[config.mk]
export PLATFORM = sky130hd
export DESIGN_NAME = analog_stick_deadzone_events_flat
export DESIGN_NICKNAME = d
export VERILOG_FILES = /design/src/asde_pkg.sv /design/src/asde_stream_if.sv /design/src/asde_engine.sv /design/src/analog_stick_deadzone_events.sv /design/src/flat_wrapper.sv
export SDC_FILE = /design/constraint.sdc
export NUM_CORES = 1
export LEC_CHECK = 0
export ABC_CLOCK_PERIOD_IN_PS = 16700
export BUFFER_PORTS_ARGS = -buffer_cell sky130_fd_sc_hd__buf_2
export CAP_MARGIN = 20
export CORE_MARGIN = 10
export CORE_UTILIZATION = 50
export DETAILED_ROUTE_END_ITERATION = 8
export HOLD_SLACK_MARGIN = 0.08
export PLACE_DENSITY = 0.73
export SLEW_MARGIN = 20
export SYNTH_ARGS = -nofsm -noshare
export SYNTH_HDL_FRONTEND = slang
export SYNTH_HIERARCHICAL = 1
export SYNTH_SLANG_ARGS = --single-unit
[constraint.sdc]
create_clock -name clk_i -period 16.7 [get_ports clk_i]
set_input_delay 1.67 -clock clk_i [delete_from_list [all_inputs] [get_ports clk_i]]
set_output_delay 1.67 -clock clk_i [all_outputs]
set_load 0.01 [all_outputs]
[src/asde_pkg.sv]
// Shared types and constants of the analog stick dead-zone event block.
`timescale 1ns / 1ps

package asde_pkg;

  localparam int RAW_W      = 8;
  localparam int DZ_W       = 14;
  localparam int OUT_W      = 16;
  localparam int CFG_IDX_W  = 1;
  localparam int CFG_DATA_W = 14;

  localparam logic [DZ_W-1:0] DZ_RESET = 14'd2621;

  localparam logic [CFG_IDX_W-1:0] REG_DZ_LEFT  = 1'b0;
  localparam logic [CFG_IDX_W-1:0] REG_DZ_RIGHT = 1'b1;

  typedef enum logic [1:0] {
    EV_DOWN = 2'd0,
    EV_MOVE = 2'd1,
    EV_UP   = 2'd2
  } evt_kind_e;

  typedef struct packed {
    logic             stick_select;
    logic [RAW_W-1:0] raw_x;
    logic [RAW_W-1:0] raw_y;
  } in_item_t;

  typedef struct packed {
    logic                    stick_out;
    logic signed [OUT_W-1:0] out_x;
    logic signed [OUT_W-1:0] out_y;
    evt_kind_e               event_kind;
  } out_item_t;

  // Work handed to the arithmetic engine for one sample.
  typedef struct packed {
    logic [RAW_W-1:0] raw_x;
    logic [RAW_W-1:0] raw_y;
    logic [DZ_W-1:0]  dz;
  } eng_req_t;

  // Conditioned axis values returned by the engine.
  typedef struct packed {
    logic signed [OUT_W-1:0] out_x;
    logic signed [OUT_W-1:0] out_y;
  } eng_res_t;

endpackage

[src/asde_stream_if.sv]
// Valid/ready stream channel carrying one payload per transaction.
`timescale 1ns / 1ps

interface asde_stream_if #(
  parameter type payload_t = logic
) ();
  logic     valid;
  logic     ready;
  payload_t payload;

  modport source (output valid, output payload, input ready);
  modport sink   (input valid, input payload, output ready);
endinterface

[src/asde_engine.sv]
// Sequenced arithmetic engine: magnitude, dead-zone test and axis scaling.
`timescale 1ns / 1ps

module asde_engine (
  input  logic               clk_i,
  input  logic               rst_ni,
  input  logic               start_i,
  input  asde_pkg::eng_req_t req_i,
  input  logic               ack_i,
  output logic               done_o,
  output asde_pkg::eng_res_t res_o
);
  import asde_pkg::*;

  typedef enum logic [11:0] {
    S_IDLE = 12'b0000_0000_0001,
    S_MX   = 12'b0000_0000_0010,
    S_MY   = 12'b0000_0000_0100,
    S_SQI  = 12'b0000_0000_1000,
    S_SQRT = 12'b0000_0001_0000,
    S_MAG  = 12'b0000_0010_0000,
    S_DEN  = 12'b0000_0100_0000,
    S_NUM  = 12'b0000_1000_0000,
    S_PRE  = 12'b0001_0000_0000,
    S_DIV  = 12'b0010_0000_0000,
    S_AXD  = 12'b0100_0000_0000,
    S_DONE = 12'b1000_0000_0000
  } eng_state_e;

  localparam logic [29:0] SQ_BIT_INIT = 30'h1000_0000;
  localparam logic [14:0] Q_ONE       = 15'd16384;
  localparam logic [4:0]  DIV_LAST    = 5'd16;

  eng_state_e state_q, state_d;

  logic [7:0]  ax_q, ay_q;
  logic        negx_q, negy_q;
  logic [13:0] dz_q;
  logic [29:0] prod_q;
  logic [14:0] acc_q;
  logic [29:0] rem_q, res_q, bit_q;
  logic [14:0] md_q;
  logic [28:0] den_q;
  logic [43:0] n_q;
  logic [16:0] q_q;
  logic        sat_q;
  logic [4:0]  cnt_q;
  logic        axis_q;
  logic [15:0] ox_q, oy_q;

  logic [14:0] mul_a, mul_b;
  logic [29:0] mul_p;
  logic [29:0] sub_a, sub_b, sub_diff;
  logic [30:0] sub_full;
  logic        sub_ge;
  logic [29:0] trial;
  logic [14:0] mag;
  logic        pass;
  logic        neg_cur;
  logic [15:0] axis_val;

  assign trial = res_q + bit_q;
  assign mag   = res_q[14:0];
  assign pass  = (mag >= {1'b0, dz_q}) && (mag != 15'd0);

  // Shared multiplier operand selection.
  always_comb begin
    mul_a = '0;
    mul_b = '0;
    case (state_q)
      S_MX: begin
        mul_a = {7'd0, ax_q};
        mul_b = {7'd0, ax_q};
      end
      S_MY: begin
        mul_a = {7'd0, ay_q};
        mul_b = {7'd0, ay_q};
      end
      S_MAG: begin
        mul_a = mag;
        mul_b = Q_ONE - {1'b0, dz_q};
      end
      S_DEN: begin
        mul_a = {7'd0, ax_q};
        mul_b = md_q;
      end
      S_AXD: begin
        mul_a = {7'd0, ay_q};
        mul_b = md_q;
      end
      default: begin
        mul_a = '0;
        mul_b = '0;
      end
    endcase
  end

  assign mul_p = mul_a * mul_b;

  // Shared subtract-and-compare unit for square root and division steps.
  always_comb begin
    sub_a = '0;
    sub_b = '0;
    case (state_q)
      S_SQRT: begin
        sub_a = rem_q;
        sub_b = trial;
      end
      S_PRE: begin
        sub_a = {3'd0, n_q[43:17]};
        sub_b = {1'b0, den_q};
      end
      S_DIV: begin
        sub_a = {rem_q[28:0], n_q[16]};
        sub_b = {1'b0, den_q};
      end
      default: begin
        sub_a = '0;
        sub_b = '0;
      end
    endcase
  end

  assign sub_full = {1'b0, sub_a} - {1'b0, sub_b};
  assign sub_ge   = ~sub_full[30];
  assign sub_diff = sub_full[29:0];

  // Sign and saturation of the finished quotient.
  assign neg_cur = axis_q ? negy_q : negx_q;
  always_comb begin
    if (neg_cur) begin
      if (sat_q || (q_q > 17'd32768)) begin
        axis_val = 16'h8000;
      end else begin
        axis_val = 16'(17'd0 - q_q);
      end
    end else begin
      if (sat_q || (q_q > 17'd32767)) begin
        axis_val = 16'h7FFF;
      end else begin
        axis_val = q_q[15:0];
      end
    end
  end

  always_comb begin
    state_d = state_q;
    case (state_q)
      S_IDLE: if (start_i) state_d = S_MX;
      S_MX:   state_d = S_MY;
      S_MY:   state_d = S_SQI;
      S_SQI:  state_d = S_SQRT;
      S_SQRT: if (bit_q[0]) state_d = S_MAG;
      S_MAG:  state_d = pass ? S_DEN : S_DONE;
      S_DEN:  state_d = S_NUM;
      S_NUM:  state_d = S_PRE;
      S_PRE:  state_d = sub_ge ? S_AXD : S_DIV;
      S_DIV:  if (cnt_q == 5'd0) state_d = S_AXD;
      S_AXD:  state_d = axis_q ? S_DONE : S_NUM;
      S_DONE: if (ack_i) state_d = S_IDLE;
      default: state_d = S_IDLE;
    endcase
  end

  always_ff @(posedge clk_i or negedge rst_ni) begin
    if (!rst_ni) begin
      state_q <= S_IDLE;
    end else begin
      state_q <= state_d;
    end
  end

  always_ff @(posedge clk_i) begin
    case (state_q)
      S_IDLE: begin
        if (start_i) begin
          ax_q   <= req_i.raw_x[7] ? {1'b0, req_i.raw_x[6:0]} : 8'd128 - req_i.raw_x;
          ay_q   <= req_i.raw_y[7] ? {1'b0, req_i.raw_y[6:0]} : 8'd128 - req_i.raw_y;
          negx_q <= ~req_i.raw_x[7];
          negy_q <= ~req_i.raw_y[7];
          dz_q   <= req_i.dz;
          axis_q <= 1'b0;
        end
      end
      S_MX: begin
        prod_q <= mul_p;
      end
      S_MY: begin
        acc_q  <= prod_q[14:0];
        prod_q <= mul_p;
      end
      S_SQI: begin
        rem_q <= {({1'b0, acc_q} + {1'b0, prod_q[14:0]}), 14'd0};
        res_q <= '0;
        bit_q <= SQ_BIT_INIT;
      end
      S_SQRT: begin
        if (sub_ge) begin
          rem_q <= sub_diff;
          res_q <= (res_q >> 1) + bit_q;
        end else begin
          res_q <= res_q >> 1;
        end
        bit_q <= bit_q >> 2;
      end
      S_MAG: begin
        if (pass) begin
          md_q   <= mag - {1'b0, dz_q};
          prod_q <= mul_p;
        end else begin
          ox_q <= '0;
          oy_q <= '0;
        end
      end
      S_DEN: begin
        den_q  <= prod_q[28:0];
        prod_q <= mul_p;
      end
      S_NUM: begin
        // Numerator a * (M - D) << 21, plus half the divisor for rounding.
        n_q   <= {1'b0, prod_q[21:0], 21'd0} + {16'd0, den_q[28:1]};
        sat_q <= 1'b0;
        q_q   <= '0;
      end
      S_PRE: begin
        if (sub_ge) begin
          sat_q <= 1'b1;
        end else begin
          rem_q <= sub_a;
        end
        cnt_q <= DIV_LAST;
      end
      S_DIV: begin
        rem_q <= sub_ge ? sub_diff : sub_a;
        q_q   <= {q_q[15:0], sub_ge};
        n_q   <= n_q << 1;
        cnt_q <= cnt_q - 5'd1;
      end
      S_AXD: begin
        if (axis_q) begin
          oy_q <= axis_val;
        end else begin
          ox_q   <= axis_val;
          prod_q <= mul_p;
          axis_q <= 1'b1;
        end
      end
      default: begin
      end
    endcase
  end

  assign done_o       = (state_q == S_DONE);
  assign res_o.out_x  = ox_q;
  assign res_o.out_y  = oy_q;

endmodule

[src/analog_stick_deadzone_events.sv]
// Top level of the analog stick radial dead-zone and event block.
`timescale 1ns / 1ps

// Usage: each transaction on in_i carries one X/Y sample of one stick; the
// block answers every sample with exactly one transaction on out_o holding the
// stick, the conditioned X and Y values in Q2.14 and a down, move or up event.
// The dead zones of the left stick and of every other stick are to be written through
// cfg_we_i, cfg_idx_i and cfg_data_i while the block is idle; the block does not enforce this.
// One sample is worked at a time. A sample that falls inside the dead zone
// skips the scaling steps after the magnitude; a sample outside it runs them,
// and an axis that saturates early skips its division steps. The steps run
// one after another on the shared subtract unit of the engine: 15 square
// root steps for the magnitude and 17 division steps per axis.
// in_i.ready is high whenever no sample is in the engine, so a new sample is
// taken while the previous result still sits in the output register. If the
// receiver stalls, the engine finishes and holds its result until the output
// register frees up, and no further sample is taken meanwhile.
// Reset clears the per-stick history, sets both dead zones to 2621 (about
// 0.16) and empties the output register.

module analog_stick_deadzone_events #(
  parameter int NUM_STICKS = 2
) (
  input  logic                                 clk_i,
  input  logic                                 rst_ni,
  asde_stream_if.sink                          in_i,
  asde_stream_if.source                        out_o,
  input  logic                                 cfg_we_i,
  input  logic [asde_pkg::CFG_IDX_W-1:0]       cfg_idx_i,
  input  logic [asde_pkg::CFG_DATA_W-1:0]      cfg_data_i
);
  import asde_pkg::*;

  localparam int IdxW = (NUM_STICKS > 1) ? $clog2(NUM_STICKS) : 1;

  logic [DZ_W-1:0] dz_left_q, dz_right_q;
  logic            busy_q;
  logic            sel_q;
  logic [1:0]      hist_q [NUM_STICKS];
  out_item_t       out_q;
  logic            out_valid_q;

  logic            in_sel;
  logic            start;
  eng_req_t        eng_req;
  eng_res_t        eng_res;
  logic            eng_done;
  logic            eng_ack;
  logic            load;
  logic [IdxW-1:0] hidx;
  logic            cur, prev, prev2;
  evt_kind_e       ev;

  // Configuration registers. Writes to unknown indexes are dropped.
  always_ff @(posedge clk_i or negedge rst_ni) begin
    if (!rst_ni) begin
      dz_left_q  <= DZ_RESET;
      dz_right_q <= DZ_RESET;
    end else if (cfg_we_i) begin
      case (cfg_idx_i)
        REG_DZ_LEFT:  dz_left_q  <= cfg_data_i;
        REG_DZ_RIGHT: dz_right_q <= cfg_data_i;
        default: begin
        end
      endcase
    end
  end

  // A selector that names a stick the block does not have maps to stick 0.
  assign in_sel = (32'(in_i.payload.stick_select) < NUM_STICKS) ?
                  in_i.payload.stick_select : 1'b0;

  assign in_i.ready = ~busy_q;
  assign start      = in_i.valid & ~busy_q;

  assign eng_req.raw_x = in_i.payload.raw_x;
  assign eng_req.raw_y = in_i.payload.raw_y;
  assign eng_req.dz    = in_sel ? dz_right_q : dz_left_q;

  asde_engine u_engine (
    .clk_i   (clk_i),
    .rst_ni  (rst_ni),
    .start_i (start),
    .req_i   (eng_req),
    .ack_i   (eng_ack),
    .done_o  (eng_done),
    .res_o   (eng_res)
  );

  // The engine hands over its result once the output register is free.
  assign eng_ack = ~out_valid_q | out_o.ready;
  assign load    = eng_done & eng_ack;

  // Event classification from this output and the stick's last two.
  assign hidx  = IdxW'(sel_q);
  assign cur   = (eng_res.out_x != '0) || (eng_res.out_y != '0);
  assign prev  = hist_q[hidx][0];
  assign prev2 = hist_q[hidx][1];

  always_comb begin
    if (!cur && !prev && prev2) begin
      ev = EV_UP;
    end else if (cur && !prev && !prev2) begin
      ev = EV_DOWN;
    end else begin
      ev = EV_MOVE;
    end
  end

  always_ff @(posedge clk_i or negedge rst_ni) begin
    if (!rst_ni) begin
      busy_q      <= 1'b0;
      out_valid_q <= 1'b0;
      for (int i = 0; i < NUM_STICKS; i++) begin
        hist_q[i] <= 2'b00;
      end
    end else begin
      if (start) begin
        busy_q <= 1'b1;
      end else if (load) begin
        busy_q <= 1'b0;
      end
      if (load) begin
        out_valid_q  <= 1'b1;
        hist_q[hidx] <= {prev, cur};
      end else if (out_o.ready) begin
        out_valid_q <= 1'b0;
      end
    end
  end

  always_ff @(posedge clk_i) begin
    if (start) begin
      sel_q <= in_sel;
    end
    if (load) begin
      out_q.stick_out  <= sel_q;
      out_q.out_x      <= eng_res.out_x;
      out_q.out_y      <= eng_res.out_y;
      out_q.event_kind <= ev;
    end
  end

  assign out_o.valid   = out_valid_q;
  assign out_o.payload = out_q;

  // The engine only reports a result for a sample it was given.
  a_done_when_busy : assert property (
    @(posedge clk_i) disable iff (!rst_ni) eng_done |-> busy_q)
    else $error("engine finished without a sample in flight");

  // A result that cannot be handed over is held by the engine.
  a_engine_holds : assert property (
    @(posedge clk_i) disable iff (!rst_ni) (eng_done && !eng_ack) |=> eng_done)
    else $error("engine dropped a result while the output was stalled");

  // Up events come only with zero outputs, down events only with a nonzero one.
  a_up_is_zero : assert property (
    @(posedge clk_i) disable iff (!rst_ni)
    (out_valid_q && (out_q.event_kind == EV_UP)) |->
    ((out_q.out_x == '0) && (out_q.out_y == '0)))
    else $error("up event with a nonzero output");

  a_down_is_nonzero : assert property (
    @(posedge clk_i) disable iff (!rst_ni)
    (out_valid_q && (out_q.event_kind == EV_DOWN)) |->
    ((out_q.out_x != '0) || (out_q.out_y != '0)))
    else $error("down event with a zero output");

endmodule

[src/flat_wrapper.sv]
// flat-port wrapper written by rule: the top's interface ports become plain ports
module analog_stick_deadzone_events_flat import asde_pkg::*;
#(
  parameter int NUM_STICKS = 2
)
  (clk_i, rst_ni, cfg_we_i, cfg_idx_i, cfg_data_i, in_i_valid, in_i_payload, in_i_ready, out_o_valid, out_o_payload, out_o_ready);
  asde_stream_if #(.payload_t(in_item_t)) in_i_i ();
  asde_stream_if #(.payload_t(out_item_t)) out_o_i ();
  input  logic clk_i;
  input  logic rst_ni;
  input  logic cfg_we_i;
  input  logic [asde_pkg::CFG_IDX_W-1:0] cfg_idx_i;
  input  logic [asde_pkg::CFG_DATA_W-1:0] cfg_data_i;
  input wire logic [$bits(in_i_i.valid)-1:0] in_i_valid;
  input wire logic [$bits(in_i_i.payload)-1:0] in_i_payload;
  output wire logic [$bits(in_i_i.ready)-1:0] in_i_ready;
  output wire logic [$bits(out_o_i.valid)-1:0] out_o_valid;
  output wire logic [$bits(out_o_i.payload)-1:0] out_o_payload;
  input wire logic [$bits(out_o_i.ready)-1:0] out_o_ready;
  assign in_i_i.valid = in_i_valid;
  assign in_i_i.payload = in_i_payload;
  assign in_i_ready = in_i_i.ready;
  assign out_o_valid = out_o_i.valid;
  assign out_o_payload = out_o_i.payload;
  assign out_o_i.ready = out_o_ready;
  analog_stick_deadzone_events #(.NUM_STICKS(NUM_STICKS)) u_core (.clk_i(clk_i), .rst_ni(rst_ni), .in_i(in_i_i), .out_o(out_o_i), .cfg_we_i(cfg_we_i), .cfg_idx_i(cfg_idx_i), .cfg_data_i(cfg_data_i));
endmodule
==> flow_metrics.tcl, run 1 <==
set metrics [dict create \
    netlist_instances 2771 \
    num_antenna_cells 0 \
    relSlewSlack_pct 32.1 \
    routed_wl_um 76600 \
    cts.clk_slew.worst_paths_ps 60 \
    finalClockSkew_ps 30.8 \
    cts_setup_buffers 0 \
    path_max_fanout 24 \
    tns_ps 0 \
    holdWs_ps 422 \
    combPwrFrac_pct 2.7 \
    path_class "reg2reg" \
    timing.rr.end "u_core/u_engine/prod_q[27]" \
    initial_core_util_pct 50.4 \
    cts-root-buf "clkbuf_16" \
    crit_path_end_kind "flop" \
    grt_pass1_vias 21672 \
    fin_crit_ps 8530 \
    cts_resized 0 \
    syn2layout_area_growth_pct 9.25 \
    endpoint "u_core/u_engine/prod_q[27]" \
    ys_top_cells_by_area "edfxtp_1 35%, fa_1 12%, ha_1 8.6%" \
    crit_start "u_core/u_engine/state_q[1]" \
    p_seq_share_pct 50.7 \
    power.density_nw_per_um2 66.5 \
    hpwl_um 58100 \
    ir_drop_mv 0.0819 \
    reg2regPathDepth 27 \
    cts_sinks 377 \
    place_congestion 1.00 \
    ys_ff_latch 377 \
    die_y_um 258 \
    seqCellArea_um2 11100 \
    drive_gt1_share_pct 10.7 \
    synth_edf_count 331 \
    cts_buffer_depth 3 \
    io_buffers 73 \
    fin_cells 3617 \
    post-route-util_pct 55.0 \
    antenna_found_initial 1 \
    grt_overflow 0 \
    n_fill_cell 4771 \
    async_flop_share_pct 12.2 \
    core_area_um2 56300 \
    final-hold-violation-count 0 \
    slew_viol_final 0 \
    routedWlPerCell_um 21.2 \
    track_usage_pct 23.0 \
    cts_tree "done" \
    r2r_setup_slack_ps 8170 \
    netlist_area_um2 28400 \
    cts_made_buffers 42 \
    ios 74 \
    ys_types 92 \
    htree_levels 2 \
    hold_path_class "reg2reg" \
    internal_power_uw 1600 \
    p_leak_uw 0.0132 \
    cap_violations 0 \
    row_count 87 \
    worst_pin_slew_ps 1020 \
    arrival_ps 8860 \
    antenna_left 0 \
    die_w_um 258 \
    viasPerCell 5.95 \
    vias 21509 \
    nNetsFinal 3228 \
    clock_latency_ps 610 \
    drcViolationCount 0 \
    grt_pass1_wl_um 121000 \
    ys_top_cells_by_count "356 x nand2_1, 331 x edfxtp_1, 270 x inv_1" \
    setup_viol 0 \
    drt_iter0_markers 2426 \
    syn-num-nets 3172 \
    grt_max_degree 84 \
    dp_cells 3539 \
    synth.avg_cell_area_um2 10.2 \
    p_clk_share_pct 46.6 \
    period_share_pct 51.1 \
    ys_warn_count 6 \
    synth_ff_type "edfxtp_1" \
    multi_input_area_um2 15800 \
    yosys.area.top_type "edfxtp_1" \
    start_kind "flop" \
    r2r_start "u_core/u_engine/state_q[1]" \
    required_ps 17020 \
    fmax_ghz 0.117 \
    synth_top_cell_area_share_pct 35.1 \
    rsz0062_at_grt "no" \
    status "completed" \
    p_sw_share_pct 22.1 \
    p_switching_uw 455 \
    yosysSeqAreaShare_pct 39.2 \
    power_uw 2060 \
    fp.dieArea_um2 66600 \
    ctsHoldBuffers 0 \
    drt_first_pass_iters 8 \
    synth.most_common_cell "nand2_1" \
]
state kept, by name, summed over array words and instances, names as in the netlist, 4 cells and up:
signal,flops
u_core/u_engine/den_q,29
u_core/u_engine/acc_q,15
u_core/u_engine/ax_q,8
u_core/u_engine/cnt_q,5
u_core/u_engine/res_q,30
u_core/dz_left_q,14
u_core/u_engine/dz_q,14
u_core/out_o.payload,35
u_core/dz_right_q,14
u_core/u_engine/ox_q,16
u_core/u_engine/n_q,44
u_core/u_engine/state_q,12
u_core/u_engine/prod_q,29
u_core/u_engine/q_q,17
u_core/u_engine/oy_q,16
u_core/u_engine/rem_q,30
u_core/u_engine/bit_q,15
u_core/u_engine/md_q,15
u_core/u_engine/ay_q,8
u_core/hist_q,4
critical path, cell delays in order, from the launching register on:
cell      delay, ps
dfrtp_1         430
nor4_2          410
nand3_1         170
nor3_2          220
nand3b_2        210
nand2_1         730
a222oi_1        330
nand2_1         430
nand2_1         140
fa_1            520
fa_1            510
inv_1            50
fa_1            460
fa_1            540
fa_1            570
inv_1            70
fa_1            540
inv_1            50
ha_1            370
a21oi_1         150
o21ai_0         130
nor2_1          120
a21boi_0         90
o21ai_0         240
a21oi_1         120
a41o_1          280
o41ai_2         240
xnor2_1         110
worst min-delay path by stage:
stage,end,cells after the start,startpoint
final,u_core/u_engine/den_q[27],0,u_core/u_engine/prod_q[27]
after detailed placement,u_core/u_engine/den_q[24],0,u_core/u_engine/prod_q[24]
after CTS,u_core/u_engine/den_q[24],0,u_core/u_engine/prod_q[24]
after floorplan,u_core/u_engine/den_q[22],0,u_core/u_engine/prod_q[22]
after global routing,u_core/u_engine/den_q[24],0,u_core/u_engine/prod_q[24]
after global placement,u_core/u_engine/den_q[26],0,u_core/u_engine/prod_q[26]
cells by family after synthesis:
family	Yosys count	share of synthesized area, %
mux	52	2.05
buf+inv	374	5.32
fa+ha+maj	364	20.6
simple gates	915	14.9
compound gates	525	13.0
xor+xnor	164	5.07
flops	377	39.2
power groups by stage:
stage	clock network [µW]	registers [µW]	logic [µW]
detailed placement	0	1060	55.6
global placement	0	1060	53.1
CTS	973	1040	55.9
floorplan	0	1060	37.8
finish	960	1040	56.0
global route	1010	1040	61.6
cell usage in the layout, fill, tap and decap left out, drive strengths merged, types with 28 or more instances in the layout:
master | Yosys | final
edfxtp | 331 | 331
a22oi | 57 | 57
a21o | 29 | 29
xnor2 | 95 | 95
a21oi | 125 | 125
fa | 170 | 170
buf | 55 | 114
nand2b | 29 | 29
nand3 | 28 | 28
inv | 272 | 274
mux2 | 49 | 49
nand2 | 357 | 357
and2 | 47 | 47
ha | 194 | 194
xor2 | 69 | 69
dfrtp | 31 | 31
clkbuf | 47 | 47
nor3 | 49 | 49
a31oi | 31 | 31
nor2 | 268 | 268
o21ai | 95 | 95
final cells by class:
type	count	area share (%)
Tap cell	756	3.05
Timing Repair Buffer	114	2.18
Clock inverter	31	1.13
Sequential cell	377	35.9
Clock buffer	47	3.52
Multi-Input combinational cell	2020	51.0
Inverter	272	3.30
per-layer routing:
metal	GRT usage (%)	vias up	wire length (µm)
met5	0	-	12
met4	9.12	2	3000
met3	4.47	175	6780
met2	36.7	955	35100
met1	30.4	10524	31800
li1	-	9853	-
metrics by stage:
step | instance area, µm² | setup slack [ps]
finish | 31000 | 8170
global route | 31000 | 7750
CTS | 31000 | 8300
detailed placement | 29500 | 8350
global placement | 29500 | 8660
floorplan | 28400 | 9210
Power figures use the tool's default switching activity.
==> run 2, diff against run 1 <==
ABC_CLOCK_PERIOD_IN_PS = 8900   (was 16700)
clock period = 8.9 ns   (was 16.7 ns; I/O delays follow)
==> flow_metrics.tcl, run 2 (same netlist as run 1, synthesis figures left out) <==
set metrics [dict create \
    seqCellArea_um2 11100 \
    crit_start "u_core/u_engine/state_q[1]" \
    grt_pass1_wl_um 122000 \
    grt_max_degree 62 \
    syn2layout_area_growth_pct 9.37 \
    place_ws_ps 777 \
    row_count 87 \
    antenna_left 0 \
    layout_commonest_cell "nand2_1" \
    core_area_um2 56300 \
    grt_overflow 0 \
    vias 21512 \
    layout_common_cells "354 x nand2_1, 331 x edfxtp_1, 269 x inv_1" \
    crit_top_cell "fa_1" \
    drt_first_pass_iters 7 \
    final-hold-violation-count 0 \
    cts_tree "done" \
    fp.dieArea_um2 66600 \
    cts_resized 0 \
    io_buffers 73 \
    grt_pass1_vias 21425 \
    routedWlPerCell_um 21.5 \
    nNetsFinal 3238 \
    cts_buffer_depth 3 \
    place_congestion 0.954 \
    routed_wl_um 77900 \
    num_antenna_cells 0 \
    relSlewSlack_pct 30.7 \
    largest_reg_flops 44 \
    multi_input_area_um2 15800 \
    drive_gt1_share_pct 10.8 \
    cts_sinks 377 \
    required_ps 9230 \
    setup_viol 0 \
    path_class "reg2reg" \
    fmax_ghz 0.122 \
    clock_latency_ps 590 \
    cts.clk_slew.worst_paths_ps 60 \
    routed.top_layer "met4" \
    worst_pin_slew_ps 1040 \
    wl_met3_um 5160 \
    drcViolationCount 0 \
    drt_iter0_markers 1752 \
    crit_path_end_kind "flop" \
    hold_path_class "in2async" \
    power.density_nw_per_um2 124 \
    arrival_ps 8520 \
    viasPerCell 5.93 \
    p_leak_uw 0.0132 \
    wl_met1_um 34200 \
    ios 74 \
    path_max_fanout 28 \
    cts_made_buffers 44 \
    tns_ps 0 \
    cap_violations 0 \
    holdWs_ps 314 \
    ir_drop_mv 0.120 \
    period_share_pct 92.1 \
    cts-root-buf "clkbuf_16" \
    r2r_setup_slack_ps 700 \
    die_w_um 258 \
    initial_core_util_pct 50.4 \
    status "completed" \
    ctsHoldBuffers 0 \
    hpwl_um 60200 \
    rsz0062_at_grt "no" \
    regMostFlops "u_core/u_engine/n_q" \
    antenna_found_initial 0 \
    worst_slack_ps 703 \
    crit_slowest_cell "fa_1" \
    cpPeakStageDelay_ps 530 \
    wl_met2_um 36200 \
    n_fill_cell 4850 \
    fin_crit_ps 8200 \
    timing.rr.end "u_core/u_engine/prod_q[27]" \
    finalClockSkew_ps 23.7 \
    reg2regPathDepth 28 \
    htree_levels 2 \
    start_kind "flop" \
    cts_setup_buffers 0 \
    die_y_um 258 \
    r2r_start "u_core/u_engine/state_q[1]" \
    slew_viol_final 0 \
    track_usage_pct 23.2 \
]
[run 2: area by class of cell]
class / instances / area share (%)
clock buffers: 49 / 3.61
clock inverters: 31 / 0.944
inverters: 272 / 3.29
multi-input cells: 2020 / 50.9
flip-flops and latches: 377 / 35.8
well taps: 756 / 3.05
repair buffers: 122 / 2.37
[run 2: critical path: cells and delay by family, from the launching register on]
| kind | cells | cell delay (ps) |
|---|---|---|
| compound gates | 7 | 1500 |
| flops | 1 | 430 |
| xor+xnor | 1 | 100 |
| fa+ha+maj | 7 | 3380 |
| simple gates | 6 | 1640 |
| buf+inv | 7 | 860 |
[run 2: how the worst max path moves through the flow]
stage,cells past startpoint,endpoint,slack (ps)
4_1_cts,28,u_core/u_engine/prod_q[27],770
5_1_grt,27,u_core/u_engine/prod_q[28],300
6_report,28,u_core/u_engine/prod_q[27],700
3_3_place_gp,28,u_core/u_engine/prod_q[27],920
2_1_floorplan,30,u_core/u_engine/prod_q[27],1410
3_5_place_dp,28,u_core/u_engine/prod_q[27],780
[run 2: routing by layer]
metal  up-vias  GRT usage, %
li1       9870             -
met1     10713          31.8
met2       798          37.6
met3       131          3.12
met4         0          7.27
met5         -             0
[run 2: stage by stage]
step	cells	total power (µW)	utilization [%]	cell area, µm²
detailed placement	3547	2100	52.6	29600
finish	3627	3830	55.1	31000
CTS	3627	3860	55.1	31000
global route	3627	3940	55.1	31000
floorplan	2771	2060	-	28400
global placement	3547	2100	52.6	29600
[run 2: where the power goes]
part	internal [µW]	total [µW]	switching, µW
sequential	1940	1960	18.6
clock	1010	1760	756
combinational	49.8	108	57.8
